$ cat src/hdl/pbod_fifo.sv
// Small first-in first-out queue of flip-flops with an occupancy count.
// Used for the job queue and the result queue; DEPTH must be a power of two.
// Depends on nothing else.
module pbod_fifo #(
  parameter int WIDTH = 8,
  parameter int DEPTH = 2
) (
  input  logic                       clk_i,
  input  logic                       rst_ni,
  input  logic                       push_i,
  input  logic [WIDTH-1:0]           wdata_i,
  input  logic                       pop_i,
  output logic [WIDTH-1:0]           rdata_o,
  output logic                       empty_o,
  output logic                       full_o,
  output logic [$clog2(DEPTH+1)-1:0] count_o
);

  localparam int PW = $clog2(DEPTH);
  localparam int CW = $clog2(DEPTH + 1);

  logic [WIDTH-1:0] mem_q [DEPTH];
  logic [PW-1:0]    wr_ptr_q, wr_ptr_d;
  logic [PW-1:0]    rd_ptr_q, rd_ptr_d;
  logic [CW-1:0]    count_q, count_d;

  assign rdata_o = mem_q[rd_ptr_q];
  assign empty_o = (count_q == '0);
  assign full_o  = (count_q == CW'(DEPTH));
  assign count_o = count_q;

  always_comb begin
    wr_ptr_d = push_i ? wr_ptr_q + PW'(1) : wr_ptr_q;
    rd_ptr_d = pop_i ? rd_ptr_q + PW'(1) : rd_ptr_q;
    count_d  = count_q;
    if (push_i && !pop_i) begin
      count_d = count_q + CW'(1);
    end else if (pop_i && !push_i) begin
      count_d = count_q - CW'(1);
    end
  end

  always_ff @(posedge clk_i or negedge rst_ni) begin
    if (!rst_ni) begin
      wr_ptr_q <= '0;
      rd_ptr_q <= '0;
      count_q  <= '0;
    end else begin
      wr_ptr_q <= wr_ptr_d;
      rd_ptr_q <= rd_ptr_d;
      count_q  <= count_d;
    end
  end

  always_ff @(posedge clk_i) begin
    if (push_i) begin
      mem_q[wr_ptr_q] <= wdata_i;
    end
  end

endmodule

$ cat config.mk
export PLATFORM = sky130hd
export DESIGN_NAME = pbod_fifo
export DESIGN_NICKNAME = d
export VERILOG_FILES = /design/src/hdl/pbod_fifo.sv
export SDC_FILE = /design/constraint.sdc
export NUM_CORES = 1
export LEC_CHECK = 0
export ABC_AREA = 1
export BUFFER_PORTS_ARGS = -buffer_cell sky130_fd_sc_hd__buf_2
export CORE_UTILIZATION = 43
export DETAILED_ROUTE_END_ITERATION = 6
export PLACE_DENSITY = 0.81
export SLEW_MARGIN = 40
export SYNTH_ARGS = -nofsm -noshare
export SYNTH_HDL_FRONTEND = slang
export SYNTH_SLANG_ARGS = --single-unit
$ cat constraint.sdc
create_clock -name clk_i -period 1.2 [get_ports clk_i]
set_clock_uncertainty 0.1 [all_clocks]
set_input_delay 0.06 -clock clk_i [delete_from_list [all_inputs] [get_ports clk_i]]
set_output_delay 0.06 -clock clk_i [all_outputs]
set_load 0.1 [all_outputs]
==> Word-level counts from Yosys, hierarchy flattened <==
Memories as Yosys holds them, arrays and structs flattened.
Cells that the tools add are included.
{ "totals": {"mem_count": 1, "output_inout_bits": 12, "reg_bits": 4, "rom_bits": 0, "ram_bits": 16, "latchBits": 0, "input_bits": 12, "elab_cells": 19} }
{ "mem_list": {"columns": ["name", "words", "width", "rd", "rd_clocked_by_memory_dff", "write_ports", "line", "source"], "rows": [
  ["mem_q", 2, 8, 1, 0, 1, "22", "logic [WIDTH-1:0] mem_q [DEPTH];"]
]} }
{ "classes": {"n_eq_ne": 1, "bitwise_logic": 0, "shifts": 0, "div": 0, "magnitude_cmp": 0, "addsub": 4, "mul": 0, "n_reduce_logical": 6, "muxes": 4} }
{ "op_table": {"columns": ["cell", "count"], "rows": [
  ["2-bit two-way mux", 2],
  ["1-bit adder, second input constant", 2],
  ["2-bit by 1-bit adder with 2-bit output, second input constant", 1],
  ["2-bit == test, second input constant", 1],
  ["1-bit logical AND", 2],
  ["1-bit logical NOT", 2],
  ["2-bit logical NOT", 1],
  ["1-bit two-way mux", 2],
  ["2-bit nonzero test", 1],
  ["2-bit by 1-bit subtractor with 2-bit output, second input constant", 1]
]} }

==> Depth between registers and ports, before layout <==
{ "depth": {"depth_word": 4, "ltp_mapped": 7, "mapped_depth_nobuf": 7} }

==> Worst setup path after synthesis <==
OpenSTA, ideal clock, no wires.
{ "synth_timing": {"kind": "register to output", "startpoint": "register count_q[1] (netlist: count_o[1])", "endpoint": "output full_o", "t_arrival_ns": 2.349, "setup_slack_ns": -1.309, "path_stages_with_launch": 3, "cell_sequence": "dfrtp_1 -> inv_1 -> nor2_1"} }
{ "synth_between": {"elab_chain_len": 1} }
{ "synth_lines": {"columns": ["item", "line", "source"], "rows": [
  ["start: declaration", "25", "logic [CW-1:0] count_q, count_d;"],
  ["start signal: assignment", "51", "count_q <= count_d;"],
  ["2-bit == test", "29", "assign full_o = (count_q == CW'(DEPTH));"],
  ["end: declaration", "15", "output logic full_o,"]
]} }
Every way passes these cells.

==> Final worst setup path <==
{ "layout_timing": {"startpoint": "register rd_ptr_q", "endpoint": "output rdata_o[5]"} }
{ "layout_between": {"elab_chain_len": 1} }
{ "layout_lines": {"columns": ["item", "line", "source"], "rows": [
  ["start: declaration", "24", "logic [PW-1:0] rd_ptr_q, rd_ptr_d;"],
  ["start signal: assignment", "50", "rd_ptr_q <= rd_ptr_d;"],
  ["memory read 2 x 8 bit", null, null],
  ["end: declaration", "13", "output logic [WIDTH-1:0] rdata_o,"]
]} }
Every way passes these cells.

==> run_summary.xml <==
<?xml version="1.0" encoding="UTF-8"?>
<metrics>
  <group name="global_routing">
    <metric name="grt_antenna_before_repair" unit="">0</metric>
    <metric name="track_usage" unit="">0.1980</metric>
    <metric name="first_global_vias" unit="">544</metric>
    <metric name="grt.met3_usage" unit="">0.05159</metric>
    <metric name="grt_max_degree" unit="">12</metric>
    <metric name="grtUsageMet2" unit="">0.3286</metric>
    <metric name="global_route.overflow_total" unit="">0</metric>
    <metric name="first_pass_grt_wire_length" unit="µm">2670</metric>
    <metric name="gr-usage-met1" unit="">0.2373</metric>
    <metric name="highest_utilization_routing_layer_at_the_global_route_stage" unit="">met2</metric>
  </group>
  <group name="sta">
    <metric name="timing.max_slew.rel_slack" unit="">0.8651</metric>
    <metric name="final-max-slew-violation-count" unit="">0</metric>
    <metric name="setup_viol" unit="">11</metric>
    <metric name="rsz0062_at_grt" unit="">yes</metric>
    <metric name="period_minus_slack" unit="ns">1.527</metric>
    <metric name="finalHoldViolCount" unit="">0</metric>
    <metric name="worstMarginPinSlew" unit="ns">0.2017</metric>
    <metric name="postLayoutSetupSlackWorst" unit="ns">-0.3266</metric>
    <metric name="min_period_over_period" unit="">1.272</metric>
    <metric name="clock.fmax" unit="GHz">0.6550</metric>
  </group>
  <group name="cells_and_area">
    <metric name="syn_to_final_growth" unit="%">73.24</metric>
    <metric name="filler_free_cell_count_of_the_finished_design" unit="">120</metric>
    <metric name="postLayoutCoreUtil" unit="">0.8035</metric>
    <metric name="fillers" unit="">106</metric>
    <metric name="drive_above_1_share" unit="">0.5895</metric>
    <metric name="num_antenna_cells" unit="">0</metric>
    <metric name="finalNetCount" unit="">109</metric>
    <metric name="highest_count_cells_in_the_layout_ignoring_fill_and_taps" unit="">sky130_fd_sc_hd__edfxtp_1, sky130_fd_sc_hd__buf_12, sky130_fd_sc_hd__dlygate4sd3_1</metric>
    <metric name="mostFrequentLayoutCell" unit="">sky130_fd_sc_hd__edfxtp_1</metric>
  </group>
  <group name="die">
    <metric name="rows" unit="">15</metric>
    <metric name="start_util" unit="">0.4638</metric>
    <metric name="die_height" unit="µm">45.63</metric>
    <metric name="coreArea" unit="µm²">1764</metric>
    <metric name="design.portCount" unit="">24</metric>
    <metric name="die_footprint" unit="µm²">2082</metric>
    <metric name="die_w" unit="µm">45.63</metric>
  </group>
  <group name="synthesis">
    <metric name="synth_seq_area_share" unit="">0.7095</metric>
    <metric name="mappedNetlistNets" unit="">63</metric>
    <metric name="yosys.cell_types.count" unit="">12</metric>
    <metric name="netlist_area" unit="µm²">818.3</metric>
    <metric name="synth-warning-count" unit="">0</metric>
    <metric name="synth.ff_latch_count" unit="">20</metric>
    <metric name="postSynthCellCount" unit="">50</metric>
    <metric name="post_synth.cell_area_avg" unit="µm²">16.37</metric>
  </group>
  <group name="route">
    <metric name="drtPass1Iterations" unit="">3</metric>
    <metric name="dr_total_vias" unit="">543</metric>
    <metric name="antenna_violating_nets_post_route" unit="">0</metric>
    <metric name="drt-vias-per-instance" unit="">4.525</metric>
    <metric name="avgRoutedWirePerCell" unit="µm">15.03</metric>
    <metric name="detail_route.iter0.violations" unit="">9</metric>
    <metric name="wirelength" unit="µm">1804</metric>
    <metric name="remaining_drc_errors" unit="">0</metric>
  </group>
  <group name="setup_path">
    <metric name="critical_path_peak_fanout" unit="">5</metric>
    <metric name="rrSetupSlack" unit="ns">0.02</metric>
    <metric name="setup.worst_path.start_class" unit="">register</metric>
    <metric name="type_of_destination_of_the_critical_path" unit="">output pin</metric>
    <metric name="critical_path_arrival" unit="ns">1.37</metric>
    <metric name="required_time_of_the_critical_path" unit="ns">1.04</metric>
    <metric name="setup.worst_path.class" unit="">register to output pin</metric>
  </group>
  <group name="run_status">
    <metric name="status" unit="">complete, but fails checks</metric>
    <metric name="violations" unit="">setup timing</metric>
  </group>
  <group name="clocking">
    <metric name="cts_max_level" unit="">1</metric>
    <metric name="total_cts_buffers" unit="">3</metric>
    <metric name="root_buffer" unit="">sky130_fd_sc_hd__clkbuf_4</metric>
    <metric name="worst_setup_hold_path_clk_slew" unit="ns">0.11</metric>
    <metric name="clock_insertion_delay_worst_skew" unit="ns">0.31</metric>
    <metric name="cts.sink_count" unit="">20</metric>
    <metric name="clk_path_buf_depth" unit="">2</metric>
    <metric name="tritoncts_clock_tree" unit="">yes</metric>
  </group>
  <group name="placement">
    <metric name="dpl.cell_count" unit="">98</metric>
    <metric name="place.port_buffers" unit="">23</metric>
    <metric name="gp_congestion" unit="">0.7575</metric>
    <metric name="hpwl" unit="µm">1055</metric>
  </group>
  <group name="min_path">
    <metric name="hold_class" unit="">input pin to register</metric>
  </group>
  <group name="run">
    <metric name="cap_viol_max_count" unit="">0</metric>
  </group>
</metrics>
## logic make-up after synthesis
logic type               share of synthesized area
flip-flops                                  0.7095
AND/OR/NAND/NOR                            0.05046
buffers and inverters                      0.04588
multiplexers                                0.1468
XOR/XNOR                                   0.03212
adder cells (fa/ha/maj)                    0.01529
## worst paths after layout
path,startpoint,cells after the start,end
worst max-delay path,rd_ptr_q$_DFFE_PN0P_,3,rdata_o[5]
worst min-delay path,push_i,3,count_o[0]$_DFFE_PN0P_
worst max register to register,count_o[0]$_DFFE_PN0P_,5,count_o[1]$_DFFE_PN0P_
worst min register to register,wr_ptr_q$_DFFE_PN0P_,1,wr_ptr_q$_DFFE_PN0P_
max in group asynchronous,rst_ni,3,count_o[0]$_DFFE_PN0P_
min in group asynchronous,rst_ni,3,wr_ptr_q$_DFFE_PN0P_
## cells in the mapped netlist (all sizes together)
library cell	count	area, µm²
inv	7	26.28
dfrtp	4	100.1
nand4	1	6.260
nor2	3	11.26
edfxtp	16	480.5
xnor2	1	8.760
xor2	2	17.52
nand3	1	5.000
nand2	5	18.77
mux2	8	120.1
ha	1	12.51
buf	1	11.26
## worst max-delay path: stages (launching register included)
cell and delay [ns]:
sky130_fd_sc_hd__dfrtp_2 0.43, sky130_fd_sc_hd__buf_6 0.14, sky130_fd_sc_hd__mux2_4 0.31, sky130_fd_sc_hd__buf_12 0.17
## layer usage
metal	routed length, µm	up-vias
met5	0	-
met1	629	263
met4	43	0
li1	-	263
met2	1081	13
met3	49	4
## timing repair
action / CTS / global route
resized for setup: 4 / 11
setup buffers: 3 / 3
pin swaps: 0 / 3
hold buffers: 12 / 0
hold endpoints to repair: 22 / 0
endpoints found under the setup margin: 11 / 21
## flip-flops by register name, indices dropped and copies added (netlist names)
name      count
mem_q        16
rd_ptr_q      1
wr_ptr_q      1
count_o       2
## metrics by stage
stage	hold slack [ns]	worst slack [ns]	area (µm²)	TNS, ns
after floorplan	-0.3356	-0.1477	845.8	-0.2832
after global routing	0.04965	-0.3768	1418	-3.444
after detailed placement	-0.2311	-0.1421	1169	-1.086
after global placement	-0.2290	-0.1164	1169	-0.9132
after CTS	0.02716	-0.3098	1359	-2.731
final	0.03025	-0.3266	1418	-2.898
## layout make-up
cell class              count  area, µm²  area share
well taps                  25      31.28     0.02207
inverters                   7      35.03     0.02471
repair buffers             42      488.0      0.3442
clock inverters             1      3.754    0.002648
clock buffers               3      22.52     0.01589
flip-flops and latches     20      589.3      0.4157
multi-input cells          22      247.7      0.1748
Power is not shown: default switching activity piles up to over one toggle a cycle in this logic, so the estimate is an artifact.
